**config.mk**
```make
export PLATFORM = sky130hd
export DESIGN_NAME = touch_sample_average_map_flat
export DESIGN_NICKNAME = d
export VERILOG_FILES = /design/src/rtl/tsam_pkg.sv /design/src/rtl/tsam_if.sv /design/src/rtl/tsam_front.sv /design/src/rtl/tsam_queue.sv /design/src/rtl/tsam_back.sv /design/src/rtl/touch_sample_average_map.sv /design/src/flat_wrapper.sv
export SDC_FILE = /design/constraint.sdc
export NUM_CORES = 1
export LEC_CHECK = 0
export BUFFER_PORTS_ARGS = -buffer_cell sky130_fd_sc_hd__buf_4
export CORE_MARGIN = 4
export CORE_UTILIZATION = 40
export CTS_BUF_LIST = sky130_fd_sc_hd__clkbuf_8
export DETAILED_ROUTE_END_ITERATION = 7
export GPL_ROUTABILITY_DRIVEN = 0
export GPL_TIMING_DRIVEN = 1
export PLACE_DENSITY = 0.6
export SLEW_MARGIN = 10
export SYNTH_ARGS = -nofsm -noshare
export SYNTH_HDL_FRONTEND = slang
export SYNTH_SLANG_ARGS = --single-unit
```
**constraint.sdc**
```tcl
create_clock -name clk -period 6.44 [get_ports clk]
set_clock_uncertainty 0.05 [all_clocks]
set_input_delay 0.322 -clock clk [delete_from_list [all_inputs] [get_ports clk]]
set_output_delay 0.322 -clock clk [all_outputs]
set_load 0.02 [all_outputs]
```
**src/rtl/tsam_pkg.sv**
```systemverilog
// ----------------------------------------------------------------------------
// tsam_pkg
// Shared types, widths and constants of the touch sample averaging block.
// ----------------------------------------------------------------------------
package tsam_pkg;

	// samples taken per axis in one cycle
	localparam int SAMPLES = 10;

	localparam int RAW_W   = 16;
	localparam int SAMPLE_W = 13;
	localparam int ACC_W   = 17;
	localparam int PHASE_W = $clog2(2 * SAMPLES);
	localparam int AVG_W   = 12;
	localparam int DIM_W   = 13;
	localparam int ROT_W   = 2;
	localparam int IDX_W   = 2;
	localparam int CFG_W   = 13;

	// divide by SAMPLES as multiply by a rounded-up reciprocal
	localparam int DIV_SHIFT = ACC_W + 5;
	localparam int RECIP_W   = DIV_SHIFT + 1;
	localparam logic [RECIP_W-1:0] DIV_RECIP =
		RECIP_W'(((64'd1 << DIV_SHIFT) + 64'(SAMPLES) - 64'd1) / 64'(SAMPLES));
	localparam int PROD_W = ACC_W + RECIP_W;
	localparam int QUO_W  = PROD_W - DIV_SHIFT;

	// scaling by panel size, 12 fraction bits
	localparam int FRAC_W  = 12;
	localparam int SCALE_W = AVG_W + DIM_W;

	localparam logic [AVG_W-1:0] FULL_SCALE = AVG_W'(4095);

	localparam int QUEUE_DEPTH = 2;
	localparam int QPTR_W = $clog2(QUEUE_DEPTH);
	localparam int QCNT_W = $clog2(QUEUE_DEPTH + 1);

	typedef enum logic [IDX_W-1:0] {
		REG_PANEL_WIDTH  = 2'd0,
		REG_PANEL_HEIGHT = 2'd1,
		REG_ROTATION     = 2'd2
	} reg_index_t;

	typedef enum logic [ROT_W-1:0] {
		ROT_0   = 2'd0,
		ROT_90  = 2'd1,
		ROT_180 = 2'd2,
		ROT_270 = 2'd3
	} rotation_t;

	typedef struct packed {
		logic [DIM_W-1:0] panel_width;
		logic [DIM_W-1:0] panel_height;
		rotation_t        rotation;
	} cfg_t;

	// axis sums of one complete cycle
	typedef struct packed {
		logic [ACC_W-1:0] sum_x;
		logic [ACC_W-1:0] sum_y;
	} sums_t;

	typedef struct packed {
		logic full;
		logic empty;
	} queue_status_t;

endpackage

```
**src/rtl/tsam_if.sv**
```systemverilog
// ----------------------------------------------------------------------------
// tsam_word_if / tsam_result_if
// Valid/ready channels for converter words and for averaged results.
// ----------------------------------------------------------------------------
interface tsam_word_if;
	logic        valid;
	logic        ready;
	logic [15:0] raw_word;

	modport source (output valid, output raw_word, input ready);
	modport sink   (input valid, input raw_word, output ready);
endinterface

interface tsam_result_if;
	logic        valid;
	logic        ready;
	logic        touched;
	logic [12:0] screen_x;
	logic [12:0] screen_y;
	logic [11:0] avg_x;
	logic [11:0] avg_y;

	modport source (output valid, output touched, output screen_x, output screen_y,
		output avg_x, output avg_y, input ready);
	modport sink   (input valid, input touched, input screen_x, input screen_y,
		input avg_x, input avg_y, output ready);
endinterface

```
**src/rtl/tsam_front.sv**
```systemverilog
// ----------------------------------------------------------------------------
// tsam_front
// Accepts converter words, accumulates each axis and hands finished sums on.
// ----------------------------------------------------------------------------
module tsam_front (
	input  logic                         clk,
	input  logic                         arst_n,
	input  logic                         in_valid,
	input  logic [tsam_pkg::RAW_W-1:0]   in_raw,
	output logic                         in_ready,
	input  logic                         q_full,
	output logic                         push,
	output tsam_pkg::sums_t              push_data
);
	import tsam_pkg::*;

	logic [PHASE_W-1:0]  phase_q;
	logic [ACC_W-1:0]    acc_q;
	logic [ACC_W-1:0]    sum_x_q;
	logic [SAMPLE_W-1:0] sample;
	logic [ACC_W-1:0]    sum;
	logic                accept;
	logic                last_x;
	logic                last_y;

	assign in_ready = !q_full;
	assign accept   = in_valid && in_ready;
	assign sample   = in_raw[RAW_W-1 -: SAMPLE_W];
	assign sum      = acc_q + ACC_W'(sample);
	assign last_x   = (phase_q == PHASE_W'(SAMPLES - 1));
	assign last_y   = (phase_q == PHASE_W'(2 * SAMPLES - 1));

	assign push            = accept && last_y;
	assign push_data.sum_x = sum_x_q;
	assign push_data.sum_y = sum;

	always_ff @(posedge clk or negedge arst_n) begin
		if (!arst_n) begin
			phase_q <= '0;
			acc_q   <= '0;
			sum_x_q <= '0;
		end else if (accept) begin
			if (last_y) begin
				phase_q <= '0;
				acc_q   <= '0;
			end else if (last_x) begin
				phase_q <= phase_q + PHASE_W'(1);
				acc_q   <= '0;
				sum_x_q <= sum;
			end else begin
				phase_q <= phase_q + PHASE_W'(1);
				acc_q   <= sum;
			end
		end
	end

endmodule

```
**src/rtl/tsam_queue.sv**
```systemverilog
// ----------------------------------------------------------------------------
// tsam_queue
// Short queue of axis sums between the accumulating and mapping halves.
// ----------------------------------------------------------------------------
module tsam_queue (
	input  logic                    clk,
	input  logic                    arst_n,
	input  logic                    push,
	input  tsam_pkg::sums_t         push_data,
	input  logic                    pop,
	output tsam_pkg::sums_t         head,
	output tsam_pkg::queue_status_t status
);
	import tsam_pkg::*;

	sums_t             entry_q [QUEUE_DEPTH];
	logic [QPTR_W-1:0] wr_ptr_q;
	logic [QPTR_W-1:0] rd_ptr_q;
	logic [QCNT_W-1:0] count_q;

	function automatic logic [QPTR_W-1:0] next_ptr(input logic [QPTR_W-1:0] p);
		return (p == QPTR_W'(QUEUE_DEPTH - 1)) ? '0 : p + QPTR_W'(1);
	endfunction

	assign head         = entry_q[rd_ptr_q];
	assign status.full  = (count_q == QCNT_W'(QUEUE_DEPTH));
	assign status.empty = (count_q == '0);

	always_ff @(posedge clk) begin
		if (push) begin
			entry_q[wr_ptr_q] <= push_data;
		end
	end

	always_ff @(posedge clk or negedge arst_n) begin
		if (!arst_n) begin
			wr_ptr_q <= '0;
			rd_ptr_q <= '0;
			count_q  <= '0;
		end else begin
			if (push) wr_ptr_q <= next_ptr(wr_ptr_q);
			if (pop)  rd_ptr_q <= next_ptr(rd_ptr_q);
			case ({push, pop})
				2'b10:   count_q <= count_q + QCNT_W'(1);
				2'b01:   count_q <= count_q - QCNT_W'(1);
				default: count_q <= count_q;
			endcase
		end
	end

endmodule

```
**src/rtl/tsam_back.sv**
```systemverilog
// ----------------------------------------------------------------------------
// tsam_back
// Divides the axis sums, clamps, scales to the panel and applies rotation.
// ----------------------------------------------------------------------------
module tsam_back (
	input  logic                    clk,
	input  logic                    arst_n,
	input  tsam_pkg::cfg_t          cfg,
	input  tsam_pkg::queue_status_t q_status,
	input  tsam_pkg::sums_t         q_head,
	output logic                    pop,
	tsam_result_if.source           result
);
	import tsam_pkg::*;

	logic                valid_s1;
	logic [PROD_W-1:0]   prod_x_s1;
	logic [PROD_W-1:0]   prod_y_s1;

	logic                valid_s2;
	logic [SCALE_W-1:0]  scale_x_s2;
	logic [SCALE_W-1:0]  scale_y_s2;
	logic [AVG_W-1:0]    avg_x_s2;
	logic [AVG_W-1:0]    avg_y_s2;
	logic                touched_s2;

	logic                out_valid_q;
	logic                touched_q;
	logic [DIM_W-1:0]    screen_x_q;
	logic [DIM_W-1:0]    screen_y_q;
	logic [AVG_W-1:0]    avg_x_q;
	logic [AVG_W-1:0]    avg_y_q;

	logic                advance;
	logic [QUO_W-1:0]    quo_x;
	logic [QUO_W-1:0]    quo_y;
	logic [AVG_W-1:0]    ax;
	logic [AVG_W-1:0]    ay;
	logic [AVG_W-1:0]    cy;
	logic [DIM_W-1:0]    sx;
	logic [DIM_W-1:0]    sy;
	logic [DIM_W-1:0]    ox;
	logic [DIM_W-1:0]    oy;

	// whole pipe holds while a result waits
	assign advance = !out_valid_q || result.ready;
	assign pop     = advance && !q_status.empty;

	assign quo_x = prod_x_s1[DIV_SHIFT +: QUO_W];
	assign quo_y = prod_y_s1[DIV_SHIFT +: QUO_W];
	assign ax    = (quo_x > QUO_W'(FULL_SCALE)) ? FULL_SCALE : quo_x[AVG_W-1:0];
	assign cy    = (quo_y > QUO_W'(FULL_SCALE)) ? FULL_SCALE : quo_y[AVG_W-1:0];
	assign ay    = FULL_SCALE - cy;

	assign sx = scale_x_s2[FRAC_W +: DIM_W];
	assign sy = scale_y_s2[FRAC_W +: DIM_W];

	always_comb begin
		case (cfg.rotation)
			ROT_90: begin
				ox = sy;
				oy = cfg.panel_width - sx;
			end
			ROT_180: begin
				ox = cfg.panel_width - sx;
				oy = cfg.panel_height - sy;
			end
			ROT_270: begin
				ox = cfg.panel_height - sy;
				oy = sx;
			end
			default: begin
				ox = sx;
				oy = sy;
			end
		endcase
	end

	always_ff @(posedge clk or negedge arst_n) begin
		if (!arst_n) begin
			valid_s1    <= 1'b0;
			valid_s2    <= 1'b0;
			out_valid_q <= 1'b0;
		end else if (advance) begin
			valid_s1    <= pop;
			valid_s2    <= valid_s1;
			out_valid_q <= valid_s2;
		end
	end

	always_ff @(posedge clk) begin
		if (advance) begin
			prod_x_s1  <= PROD_W'(q_head.sum_x) * PROD_W'(DIV_RECIP);
			prod_y_s1  <= PROD_W'(q_head.sum_y) * PROD_W'(DIV_RECIP);
			scale_x_s2 <= SCALE_W'(ax) * SCALE_W'(cfg.panel_width);
			scale_y_s2 <= SCALE_W'(ay) * SCALE_W'(cfg.panel_height);
			avg_x_s2   <= ax;
			avg_y_s2   <= ay;
			touched_s2 <= (ax != '0) && (ax != FULL_SCALE) &&
				(ay != '0) && (ay != FULL_SCALE);
			touched_q  <= touched_s2;
			screen_x_q <= ox;
			screen_y_q <= oy;
			avg_x_q    <= avg_x_s2;
			avg_y_q    <= avg_y_s2;
		end
	end

	assign result.valid    = out_valid_q;
	assign result.touched  = touched_q;
	assign result.screen_x = screen_x_q;
	assign result.screen_y = screen_y_q;
	assign result.avg_x    = avg_x_q;
	assign result.avg_y    = avg_y_q;

endmodule

```
**src/rtl/touch_sample_average_map.sv**
```systemverilog
// ----------------------------------------------------------------------------
// touch_sample_average_map
// Averages resistive touch converter words and maps them to screen pixels.
// ----------------------------------------------------------------------------
// the block takes one raw 16-bit converter word per cycle on in_word while
// ready: SAMPLES words for x, then SAMPLES words for y, bits 15..3 of each
// being the sample. after every 2*SAMPLES accepted requests one result leaves
// on result via the queue, s1, s2 and output register. the input side never
// waits on the division or scaling: finished axis sums sit in a two-entry
// queue, so in_word only drops ready when two results are queued behind a
// result the sink has not taken. panel size and rotation are written on the
// cfg port and are read as a result is formed, so write them while idle.
// ----------------------------------------------------------------------------
module touch_sample_average_map (
	input  logic                       clk,
	input  logic                       arst_n,
	tsam_word_if.sink                  in_word,
	tsam_result_if.source              result,
	input  logic                       cfg_we,
	input  logic [tsam_pkg::IDX_W-1:0] cfg_index,
	input  logic [tsam_pkg::CFG_W-1:0] cfg_data
);
	import tsam_pkg::*;

	// configuration registers
	logic [DIM_W-1:0] panel_width_q;
	logic [DIM_W-1:0] panel_height_q;
	rotation_t        rotation_q;
	cfg_t             cfg;

	// front to queue to back
	logic          push;
	sums_t         push_data;
	logic          pop;
	sums_t         q_head;
	queue_status_t q_status;

	// register writes, an index past the list is dropped
	always_ff @(posedge clk or negedge arst_n) begin
		if (!arst_n) begin
			panel_width_q  <= DIM_W'(240);
			panel_height_q <= DIM_W'(320);
			rotation_q     <= ROT_0;
		end else if (cfg_we) begin
			case (reg_index_t'(cfg_index))
				REG_PANEL_WIDTH:  panel_width_q  <= cfg_data[DIM_W-1:0];
				REG_PANEL_HEIGHT: panel_height_q <= cfg_data[DIM_W-1:0];
				REG_ROTATION:     rotation_q     <= rotation_t'(cfg_data[ROT_W-1:0]);
				default:          ;
			endcase
		end
	end

	assign cfg.panel_width  = panel_width_q;
	assign cfg.panel_height = panel_height_q;
	assign cfg.rotation     = rotation_q;

	// accumulate words, one request a cycle while the queue is not full
	tsam_front u_front (
		.clk       (clk),
		.arst_n    (arst_n),
		.in_valid  (in_word.valid),
		.in_raw    (in_word.raw_word),
		.in_ready  (in_word.ready),
		.q_full    (q_status.full),
		.push      (push),
		.push_data (push_data)
	);

	// decouples the two halves
	tsam_queue u_queue (
		.clk       (clk),
		.arst_n    (arst_n),
		.push      (push),
		.push_data (push_data),
		.pop       (pop),
		.head      (q_head),
		.status    (q_status)
	);

	// divide, clamp, scale, rotate
	tsam_back u_back (
		.clk      (clk),
		.arst_n   (arst_n),
		.cfg      (cfg),
		.q_status (q_status),
		.q_head   (q_head),
		.pop      (pop),
		.result   (result)
	);

`ifndef SYNTHESIS
	// a full queue never takes another cycle of sums
	a_no_push_full: assert property (@(posedge clk) disable iff (!arst_n)
		q_status.full |-> !push)
		else $error("push into full queue");

	// pop only from a non-empty queue
	a_no_pop_empty: assert property (@(posedge clk) disable iff (!arst_n)
		q_status.empty |-> !pop)
		else $error("pop from empty queue");

	// touched means both averages strictly inside the range
	a_touched_range: assert property (@(posedge clk) disable iff (!arst_n)
		(result.valid && result.touched) |->
		(result.avg_x != '0 && result.avg_x != FULL_SCALE &&
		result.avg_y != '0 && result.avg_y != FULL_SCALE))
		else $error("touched with average at a limit");
`endif

endmodule

```
**src/flat_wrapper.sv**
```systemverilog
// flat-port wrapper written by rule: the top's interface ports become plain ports
module touch_sample_average_map_flat import tsam_pkg::*;
  (clk, arst_n, cfg_we, cfg_index, cfg_data, in_word_valid, in_word_raw_word, in_word_ready, result_valid, result_touched, result_screen_x, result_screen_y, result_avg_x, result_avg_y, result_ready);
  tsam_word_if in_word_i ();
  tsam_result_if result_i ();
  input  logic clk;
  input  logic arst_n;
  input  logic cfg_we;
  input  logic [tsam_pkg::IDX_W-1:0] cfg_index;
  input  logic [tsam_pkg::CFG_W-1:0] cfg_data;
  input wire logic [$bits(in_word_i.valid)-1:0] in_word_valid;
  input wire logic [$bits(in_word_i.raw_word)-1:0] in_word_raw_word;
  output wire logic [$bits(in_word_i.ready)-1:0] in_word_ready;
  output wire logic [$bits(result_i.valid)-1:0] result_valid;
  output wire logic [$bits(result_i.touched)-1:0] result_touched;
  output wire logic [$bits(result_i.screen_x)-1:0] result_screen_x;
  output wire logic [$bits(result_i.screen_y)-1:0] result_screen_y;
  output wire logic [$bits(result_i.avg_x)-1:0] result_avg_x;
  output wire logic [$bits(result_i.avg_y)-1:0] result_avg_y;
  input wire logic [$bits(result_i.ready)-1:0] result_ready;
  assign in_word_i.valid = in_word_valid;
  assign in_word_i.raw_word = in_word_raw_word;
  assign in_word_ready = in_word_i.ready;
  assign result_valid = result_i.valid;
  assign result_touched = result_i.touched;
  assign result_screen_x = result_i.screen_x;
  assign result_screen_y = result_i.screen_y;
  assign result_avg_x = result_i.avg_x;
  assign result_avg_y = result_i.avg_y;
  assign result_i.ready = result_ready;
  touch_sample_average_map u_core (.clk(clk), .arst_n(arst_n), .in_word(in_word_i), .result(result_i), .cfg_we(cfg_we), .cfg_index(cfg_index), .cfg_data(cfg_data));
endmodule
```
==> tab_implementation.tex, run 1 <==
\begin{tabular}{lr}
\hline
Metric & Value \\
\hline
\multicolumn{2}{l}{\textbf{Status}} \\
Run status & finished clean \\
\multicolumn{2}{l}{\textbf{Setup path}} \\
Nature of the critical path endpoint & flop \\
Buffering stage count on the worst path with inverters included & 5 \\
Dominant delay contributor by cell family on the critical path & adder cells \\
Data arrival time of the critical path & around 6.6 ns \\
Ordered list of cells on the worst path & buf\_12, mux2\_2, fa\_1, inv\_1, fa\_1, inv\_1, fa\_1, inv\_1, fa\_1, fa\_1, fa\_1, inv\_1, ha\_1, a21oi\_1, o21bai\_1, a21oi\_1, o21ai\_0, a21oi\_2, o21ai\_2, a2111o\_1, a31oi\_1, xnor2\_1 \\
CP startpoint kind & flop \\
Critical Path RT & about 6.8 ns \\
Longest individual stage delay on the worst path & around 0.55 ns \\
Cell with the largest stage delay on the worst path & fa\_1 \\
Crit path max fanout & 16 \\
Critical path class & reg -> reg \\
Most prevalent standard cell on the critical path & fa\_1 \\
\multicolumn{2}{l}{\textbf{Placed design}} \\
Post-Place Cell Area & 0.03236 mm\^{}2 \\
Final HPWL from detailed placement & about 56000 um \\
Buffers added on ports & between 80 and 90 \\
\multicolumn{2}{l}{\textbf{Clocking}} \\
Clock tree root buffer cell & clkbuf\_8 \\
Clock Path Buffers & 3 \\
H-tree levels & 2 \\
Total CTS buffers & 48 \\
Number of clock sinks & 272 \\
Clock tree from TritonCTS & yes \\
Register clock-pin slew on the reported worst setup and hold paths & around 0.060 ns \\
Skew-Pair Late Insertion Delay & $\sim$0.66 ns \\
\multicolumn{2}{l}{\textbf{Timing}} \\
Unrepaired setup endpoints after global routing & true \\
Setup TNS & 0 ns \\
Least-Margin Pin Slew & between 1 and 1.5 ns \\
Portion of the clock cycle consumed by the worst path in the final layout & 0.9772 \\
Max Clk Rate & between 150 and 200 MHz \\
Number of hold-slack violations in the final timing report & 0 \\
Number of failing setup endpoints in the final timing report & 0 \\
Slew Limit Fails & 0 \\
Crit path time final & 6.293 ns \\
Headroom to the max-slew limit & 0.2395 \\
\multicolumn{2}{l}{\textbf{Synthesis}} \\
Sequential area share after synthesis & 0.2597 \\
Portion of synthesized cell area occupied by the leading cell type & 0.2644 \\
Post-synthesis cell type count & 72 \\
Avg Inst Size Synth & about 11 um\^{}2 \\
Async set or reset register ratio after synthesis & 0.2721 \\
Biggest area contributors in the synthesized netlist & fa\_1, edfxtp\_1, ha\_1 \\
Prevailing post-synth register cell & edfxtp\_1 \\
Synth Cell Area & 0.03006 mm\^{}2 \\
Cell taking the most area after synthesis & fa\_1 \\
Number of flip-flops and latches in the synthesized netlist & 272 \\
Post-synthesis instance total & around 2800 \\
Yosys warning total & 0 \\
Synthesized net count & about 3600 \\
Count of flip-flops with a built-in enable after synthesis & 198 \\
\multicolumn{2}{l}{\textbf{Route}} \\
Number of routed nets with antenna violations & 0 \\
Via count normalized by instance count & approximately 5.1 \\
DRC violation count after routing & 0 \\
Routed WL per cell & between 15 and 20 um \\
TritonRoute pass-1 iters & 5 \\
Total number of vias & $\sim$20000 \\
Routed wire length & 68740 um \\
Starting DRT DRC Count & 984 \\
\multicolumn{2}{l}{\textbf{Floorplan}} \\
Area inside the core boundary & between 0.07 and 0.08 mm\^{}2 \\
Number of core rows & 100 \\
Area enclosed by the die boundary & 0.07960 mm\^{}2 \\
\# IOs & 89 \\
Die outline height & around 280 um \\
Starting density of the core & 0.4038 \\
Overall die width & around 280 um \\
\multicolumn{2}{l}{\textbf{Cells and area}} \\
Layout net count & roughly 3800 \\
Post-route cell area & roughly 0.034 mm\^{}2 \\
Share of post-route cells with drive strength above 1 & 0.1381 \\
Most common cell after layout, fill and taps aside & inv\_1 \\
Relative area change from synthesis to final layout & 12.64\% \\
Most used cells in the layout excluding fill and tap cells & inv\_1, ha\_1, fa\_1, nand2\_1, edfxtp\_1 \\
\multicolumn{2}{l}{\textbf{Global route}} \\
Maximum number of pins on one net before global-route repair & 78 \\
Overflow after GRT & 0 \\
Global-route wire length before repair & roughly 110000 um \\
Antenna violations before repair & 1 \\
Global-route total usage across every layer & 0.1784 \\
Via count of the first global-routing pass & between 20000 and 25000 \\
\multicolumn{2}{l}{\textbf{Run}} \\
Total of max-cap violations & 0 \\
\multicolumn{2}{l}{\textbf{Hold path}} \\
Worst min-delay path category & in -> async \\
\hline
\end{tabular}
## state kept, by name (all words and copies together) (netlist names), 5 cells and up
register and cells:
u_core.u_back.result.screen_x 13, u_core.u_back.avg_x_s2 12, u_core.u_back.result.screen_y 13, u_core.u_queue.entry_q 68, u_core.u_back.scale_x_s2 13, u_core.u_front.phase_q 5, u_core.panel_height_q 13, u_core.u_back.avg_y_s2 12
u_core.u_front.acc_q 17, u_core.u_back.prod_y_s1 14, u_core.u_front.sum_x_q 17, u_core.u_back.result.avg_x 12, u_core.u_back.scale_y_s2 13, u_core.u_back.result.avg_y 12, u_core.u_back.prod_x_s1 14, u_core.panel_width_q 13
## per-layer routing
layer	vias to the layer above	GRT usage	routed length [um]	share of wire
met3	117	0.02212	2860	0.042
met4	0	0.05300	2029	0.030
li1	9374	-	-	-
met5	-	0	0	0
met1	10170	0.2346	30250	0.44
met2	448	0.3110	33600	0.49
## metrics by stage
step | util | worst slack, ns | cells | hold WS [ns]
floorplan | - | 0.007531 | 2758 | -0.02359
global placement | 0.4347 | 0.03793 | 3832 | 0.1453
detailed placement | 0.4347 | -0.003499 | 3832 | 0.1488
CTS | 0.4509 | 0.01873 | 3942 | 0.04218
global route | 0.4548 | -0.04440 | 3955 | 0.06034
finish | 0.4548 | 0.1466 | 3955 | 0.08418
## cell type report
class / count / area, um^2
multi-input cells: 1846 / 20060
diodes: 2 / 5.005
fillers: 6830 / 40590
repair buffers: 210 / 1638
well taps: 969 / 1212
inverters: 566 / 2130
clock inverters: 37 / 276.5
flip-flops and latches: 272 / 7805
clock buffers: 53 / 729.5
## cells by family (layout without fill, tap and decap cells)
| kind of cell | after synthesis | after routing | share of synthesized area |
|---|---|---|---|
| fa+ha+maj | 801 | 801 | 0.4326 |
| buf+inv | 640 | 866 | 0.07992 |
| simple gates | 587 | 587 | 0.09486 |
| flops | 272 | 272 | 0.2597 |
| compound gates | 259 | 259 | 0.05798 |
| mux | 106 | 106 | 0.04791 |
| xor+xnor | 93 | 93 | 0.02710 |
| other cells | 0 | 2 | 0 |
## final timing paths
path / from / to / slack, ns / depth (start not counted)
max: u_core.u_queue.rd_ptr_q / u_core.u_back.prod_y_s1[31] / 0.15 / 22
min: arst_n / u_core.u_front.acc_q[3] / 0.08 / 2
max reg2reg: u_core.u_queue.rd_ptr_q / u_core.u_back.prod_y_s1[31] / 0.15 / 22
min reg2reg: u_core.u_back.avg_y_s2[11] / u_core.u_back.result.avg_y[11] / 0.37 / 0
max in group asynchronous: arst_n / u_core.u_front.sum_x_q[15] / 5.14 / 3
min in group clk: cfg_index[1] / u_core.panel_width_q[12] / 0.15 / 3
## timing repair
item	in CTS	in global routing
gates resized for setup	0	47
hold buffers	20	0
hold endpoints to repair	44	0
setup buffers	0	11
endpoints found under the setup margin	0	30
## cells in the mapped netlist, drive strengths merged (4+ instances only)
cell / n
fa: 397
a22o: 13
nor2b: 11
xor2: 23
a21o: 50
nand3: 16
a211oi: 6
or2: 10
and3: 12
a41o: 5
dfstp: 6
clkbuf: 68
dfrtp: 68
mux4: 24
mux2i: 19
edfxtp: 198
o21bai: 10
inv: 565
nor3: 31
o21a: 12
nand2b: 4
and2: 118
o21ai: 42
nand2: 239
xnor2: 70
mux2: 63
a31oi: 11
nand4: 20
nor4: 8
ha: 404
o211ai: 4
nor2: 83
buf: 6
or3: 18
nand3b: 4
a21oi: 72
## worst register-to-register path, stage by stage, from the launching register on
cell	delay, ns
dfrtp_1	0.37
buf_12	0.18
mux2_2	0.42
fa_1	0.55
inv_1	0.06
fa_1	0.53
inv_1	0.05
fa_1	0.49
inv_1	0.05
fa_1	0.53
fa_1	0.45
fa_1	0.50
inv_1	0.04
ha_1	0.30
a21oi_1	0.16
o21bai_1	0.10
a21oi_1	0.13
o21ai_0	0.10
a21oi_2	0.19
o21ai_2	0.10
a2111o_1	0.43
a31oi_1	0.22
xnor2_1	0.08
Power of run 1 is not shown: default switching activity piles up to over one toggle a cycle in this logic, so the estimate is an artifact.
==> run 2, diff against run 1 <==
--- a/config.mk
+++ b/config.mk
@@ -6,7 +6,8 @@
 export NUM_CORES = 1
 export LEC_CHECK = 0
 export BUFFER_PORTS_ARGS = -buffer_cell sky130_fd_sc_hd__buf_4
-export CORE_MARGIN = 4
+export CORE_ASPECT_RATIO = 1.4
+export CORE_MARGIN = 3
 export CORE_UTILIZATION = 40
 export CTS_BUF_LIST = sky130_fd_sc_hd__clkbuf_8
 export DETAILED_ROUTE_END_ITERATION = 7
==> run 2 against run 1 <==
Against the previous run:
- non-clock buffer count is 15 lower
- via count fell by 0.26%
- clock-buffer cell count fell by 6
- die area shrank 1.4%
==> tab_implementation.tex, run 2 (synthesized netlist as in run 1, its figures left out) <==
\begin{tabular}{lr}
\hline
Metric & Value \\
\hline
\multicolumn{2}{l}{\textbf{Placed design}} \\
Instance count after placement with tap cells included & 3818 (was 3832) \\
Final HPWL from detailed placement & 56900 um (was 55590 um) \\
Buffers added on ports & 85 (unchanged) \\
\multicolumn{2}{l}{\textbf{Clocking}} \\
Clock tree from TritonCTS & yes (unchanged) \\
Clock tree root buffer cell & clkbuf\_8 (unchanged) \\
Clock Path Buffers & 3 (unchanged) \\
Total CTS buffers & 47 (was 48) \\
Skew-Pair Late Insertion Delay & 0.63 ns (was 0.66 ns) \\
H-tree levels & 2 (unchanged) \\
Number of clock sinks & 272 (unchanged) \\
Register clock-pin slew on the reported worst setup and hold paths & 0.07 ns (was 0.06 ns) \\
\multicolumn{2}{l}{\textbf{Cells and area}} \\
Layout filler cell count & 6880 (was 6830) \\
Layout net count & 3765 (was 3781) \\
Most common cell after layout, fill and taps aside & inv\_1 (unchanged) \\
Max FFs per register & 68 (unchanged) \\
Area of the multi-input gates & 0.02005 mm\^{}2 (was 0.02006 mm\^{}2) \\
Largest register by flop count & u\_core.u\_queue.entry\_q (unchanged) \\
Relative area change from synthesis to final layout & 11.95\% (was 12.64\%) \\
Final cell utilization of the core & 0.4531 (was 0.4548) \\
Top flop regs & u\_core.u\_queue.entry\_q x68, u\_core.u\_front.acc\_q x17, u\_core.u\_front.sum\_x\_q x17 (unchanged) \\
Most used cells in the layout excluding fill and tap cells & inv\_1, ha\_1, fa\_1, nand2\_1, edfxtp\_1 (unchanged) \\
Share of post-route cells with drive strength above 1 & 0.1323 (was 0.1381) \\
Sequential cell area & 0.007806 mm\^{}2 (was 0.007805 mm\^{}2) \\
Non-Filler Instances & 3925 (was 3955) \\
\multicolumn{2}{l}{\textbf{Timing}} \\
Unrepaired setup endpoints after global routing & true (unchanged) \\
Headroom to the max-slew limit & 0.2530 (was 0.2395) \\
Portion of the clock cycle consumed by the worst path in the final layout & 0.9651 (was 0.9772) \\
Slew Limit Fails & 0 (unchanged) \\
Number of failing setup endpoints in the final timing report & 0 (unchanged) \\
Number of hold-slack violations in the final timing report & 0 (unchanged) \\
Crit path time final & 6.215 ns (was 6.293 ns) \\
Max Clk Rate & 160.9 MHz (was 158.9 MHz) \\
Least-Margin Pin Slew & 1.116 ns (was 1.136 ns) \\
Worst hold margin & 0.07132 ns (was 0.08418 ns) \\
\multicolumn{2}{l}{\textbf{Floorplan}} \\
Area inside the core boundary & 0.07426 mm\^{}2 (was 0.07445 mm\^{}2) \\
Die outline height & 330.4 um (was 282.1 um) \\
Starting density of the core & 0.4048 (was 0.4038) \\
Overall die width & 237.7 um (was 282.1 um) \\
Number of core rows & 118 (was 100) \\
\# IOs & 89 (unchanged) \\
Area enclosed by the die boundary & 0.07852 mm\^{}2 (was 0.07960 mm\^{}2) \\
\multicolumn{2}{l}{\textbf{Global route}} \\
Overflow after GRT & 0 (unchanged) \\
Global-route total usage across every layer & 0.1818 (was 0.1784) \\
Via count of the first global-routing pass & 22390 (was 22350) \\
Global-route wire length before repair & 114000 um (was 114400 um) \\
Maximum number of pins on one net before global-route repair & 75 (was 78) \\
Antenna violations before repair & 1 (unchanged) \\
\multicolumn{2}{l}{\textbf{Setup path}} \\
Data arrival time of the critical path & 6.54 ns (was 6.61 ns) \\
Nature of the critical path endpoint & flop (unchanged) \\
Crit path max fanout & 11 (was 16) \\
Critical Path RT & 6.76 ns (was 6.75 ns) \\
Critical Path Start & u\_core.u\_queue.rd\_ptr\_q (unchanged) \\
Critical path class & reg -> reg (unchanged) \\
RR Startpoint & u\_core.u\_queue.rd\_ptr\_q (unchanged) \\
CP startpoint kind & flop (unchanged) \\
\multicolumn{2}{l}{\textbf{Route}} \\
TritonRoute pass-1 iters & 8 (was 5) \\
DRC violation count after routing & 0 (unchanged) \\
Routed WL per cell & 17.64 um (was 17.38 um) \\
Number of routed nets with antenna violations & 0 (unchanged) \\
Routed wire length & 69230 um (was 68740 um) \\
Via count normalized by instance count & 5.111 (was 5.085) \\
Starting DRT DRC Count & 839 (was 984) \\
Total number of vias & 20060 (was 20110) \\
\multicolumn{2}{l}{\textbf{Run}} \\
Total of max-cap violations & 0 (unchanged) \\
\multicolumn{2}{l}{\textbf{Status}} \\
Run status & finished clean (unchanged) \\
\multicolumn{2}{l}{\textbf{Hold path}} \\
Hold wc startpoint & cfg\_we \\
Worst min-delay path category & in -> reg (was in -> async) \\
\hline
\end{tabular}
-- run 2: cell types whose count changed in the layout (fill, tap and decap cells not counted), moves of 4 or more --
| cell | before | now |
|---|---|---|
| clkinv_1 | 7 | 14 |
| or3_1 | 10 | 16 |
| clkbuf_8 | 53 | 47 |
| buf_4 | 186 | 175 |
| nor2_1 | 81 | 77 |
| or3_4 | 8 | 2 |
| dlygate4sd3_1 | 20 | 14 |
-- run 2: worst paths after layout --
| kind | slack, ns | endpoint | cells after the start |
|---|---|---|---|
| min in group asynchronous | 0.36 | u_core.u_front.sum_x_q[3] | 2 |
| max | 0.22 | u_core.u_back.prod_x_s1[27] | 24 |
| min reg2reg | 0.37 | u_core.u_back.result.avg_y[1] | 0 |
| min | 0.07 | u_core.rotation_q[0] | 3 |
| max reg2reg | 0.22 | u_core.u_back.prod_x_s1[27] | 24 |
| max in group asynchronous | 5.26 | u_core.u_queue.rd_ptr_q | 2 |
-- run 2: stage by stage --
| step | TNS, ns | worst slack (ns) | instance area [um^2] |
|---|---|---|---|
| CTS | 0 | 0.02190 | 33380 |
| detailed placement | -0.5002 | -0.2008 | 32340 |
| global placement | -0.1579 | -0.1027 | 32340 |
| floorplan | 0 | 0.007531 | 30060 |
| finish | 0 | 0.2245 | 33650 |
| global route | -0.05400 | -0.02845 | 33650 |
-- run 2: final cells by class --
type | instances | share of cell area
Sequential cell | 272 | 0.2320
Clock inverter | 38 | 0.007250
Multi-Input combinational cell | 1846 | 0.5958
Clock buffer | 47 | 0.01922
Inverter | 566 | 0.06328
Tap cell | 960 | 0.03569
Antenna cell | 1 | 0.00007436
Timing Repair Buffer | 195 | 0.04666
-- run 2: routing by layer --
| metal | track usage | wire length (um) | vias to the layer above |
|---|---|---|---|
| li1 | - | - | 9320 |
| met1 | 0.2037 | 26700 | 10200 |
| met2 | 0.3569 | 38030 | 393 |
| met3 | 0.02099 | 2241 | 149 |
| met4 | 0.05664 | 2249 | 0 |
| met5 | 0 | 0 | - |
-- run 2: timing repair --
| item | 4_1_cts | 5_1_grt |
|---|---|---|
| cloned | 0 | 1 |
| hold buffers | 14 | 0 |
| resized for setup | 3 | 49 |
| setup buffers | 0 | 6 |
| hold endpoints to repair | 96 | 0 |
| pin swaps | 0 | 16 |
| endpoints found under the setup margin | 5 | 27 |
-- run 2: worst max-delay path: stages, from the launching register on --
cell      delay [ns]
dfrtp_2         0.44
buf_12          0.16
buf_12          0.14
buf_4           0.14
mux2_4          0.33
ha_1            0.33
ha_1            0.18
or2_2           0.30
inv_1           0.10
fa_1            0.47
inv_1           0.16
fa_1            0.46
fa_1            0.52
fa_1            0.45
ha_1            0.31
a21o_1          0.18
a21oi_2         0.17
o21bai_2        0.10
nor4_2          0.16
a21oi_2         0.14
nor2_2          0.21
o21ai_2         0.10
buf_4           0.15
a21oi_1         0.16
xnor2_1         0.08
Power of run 2 is left out for the same reason.
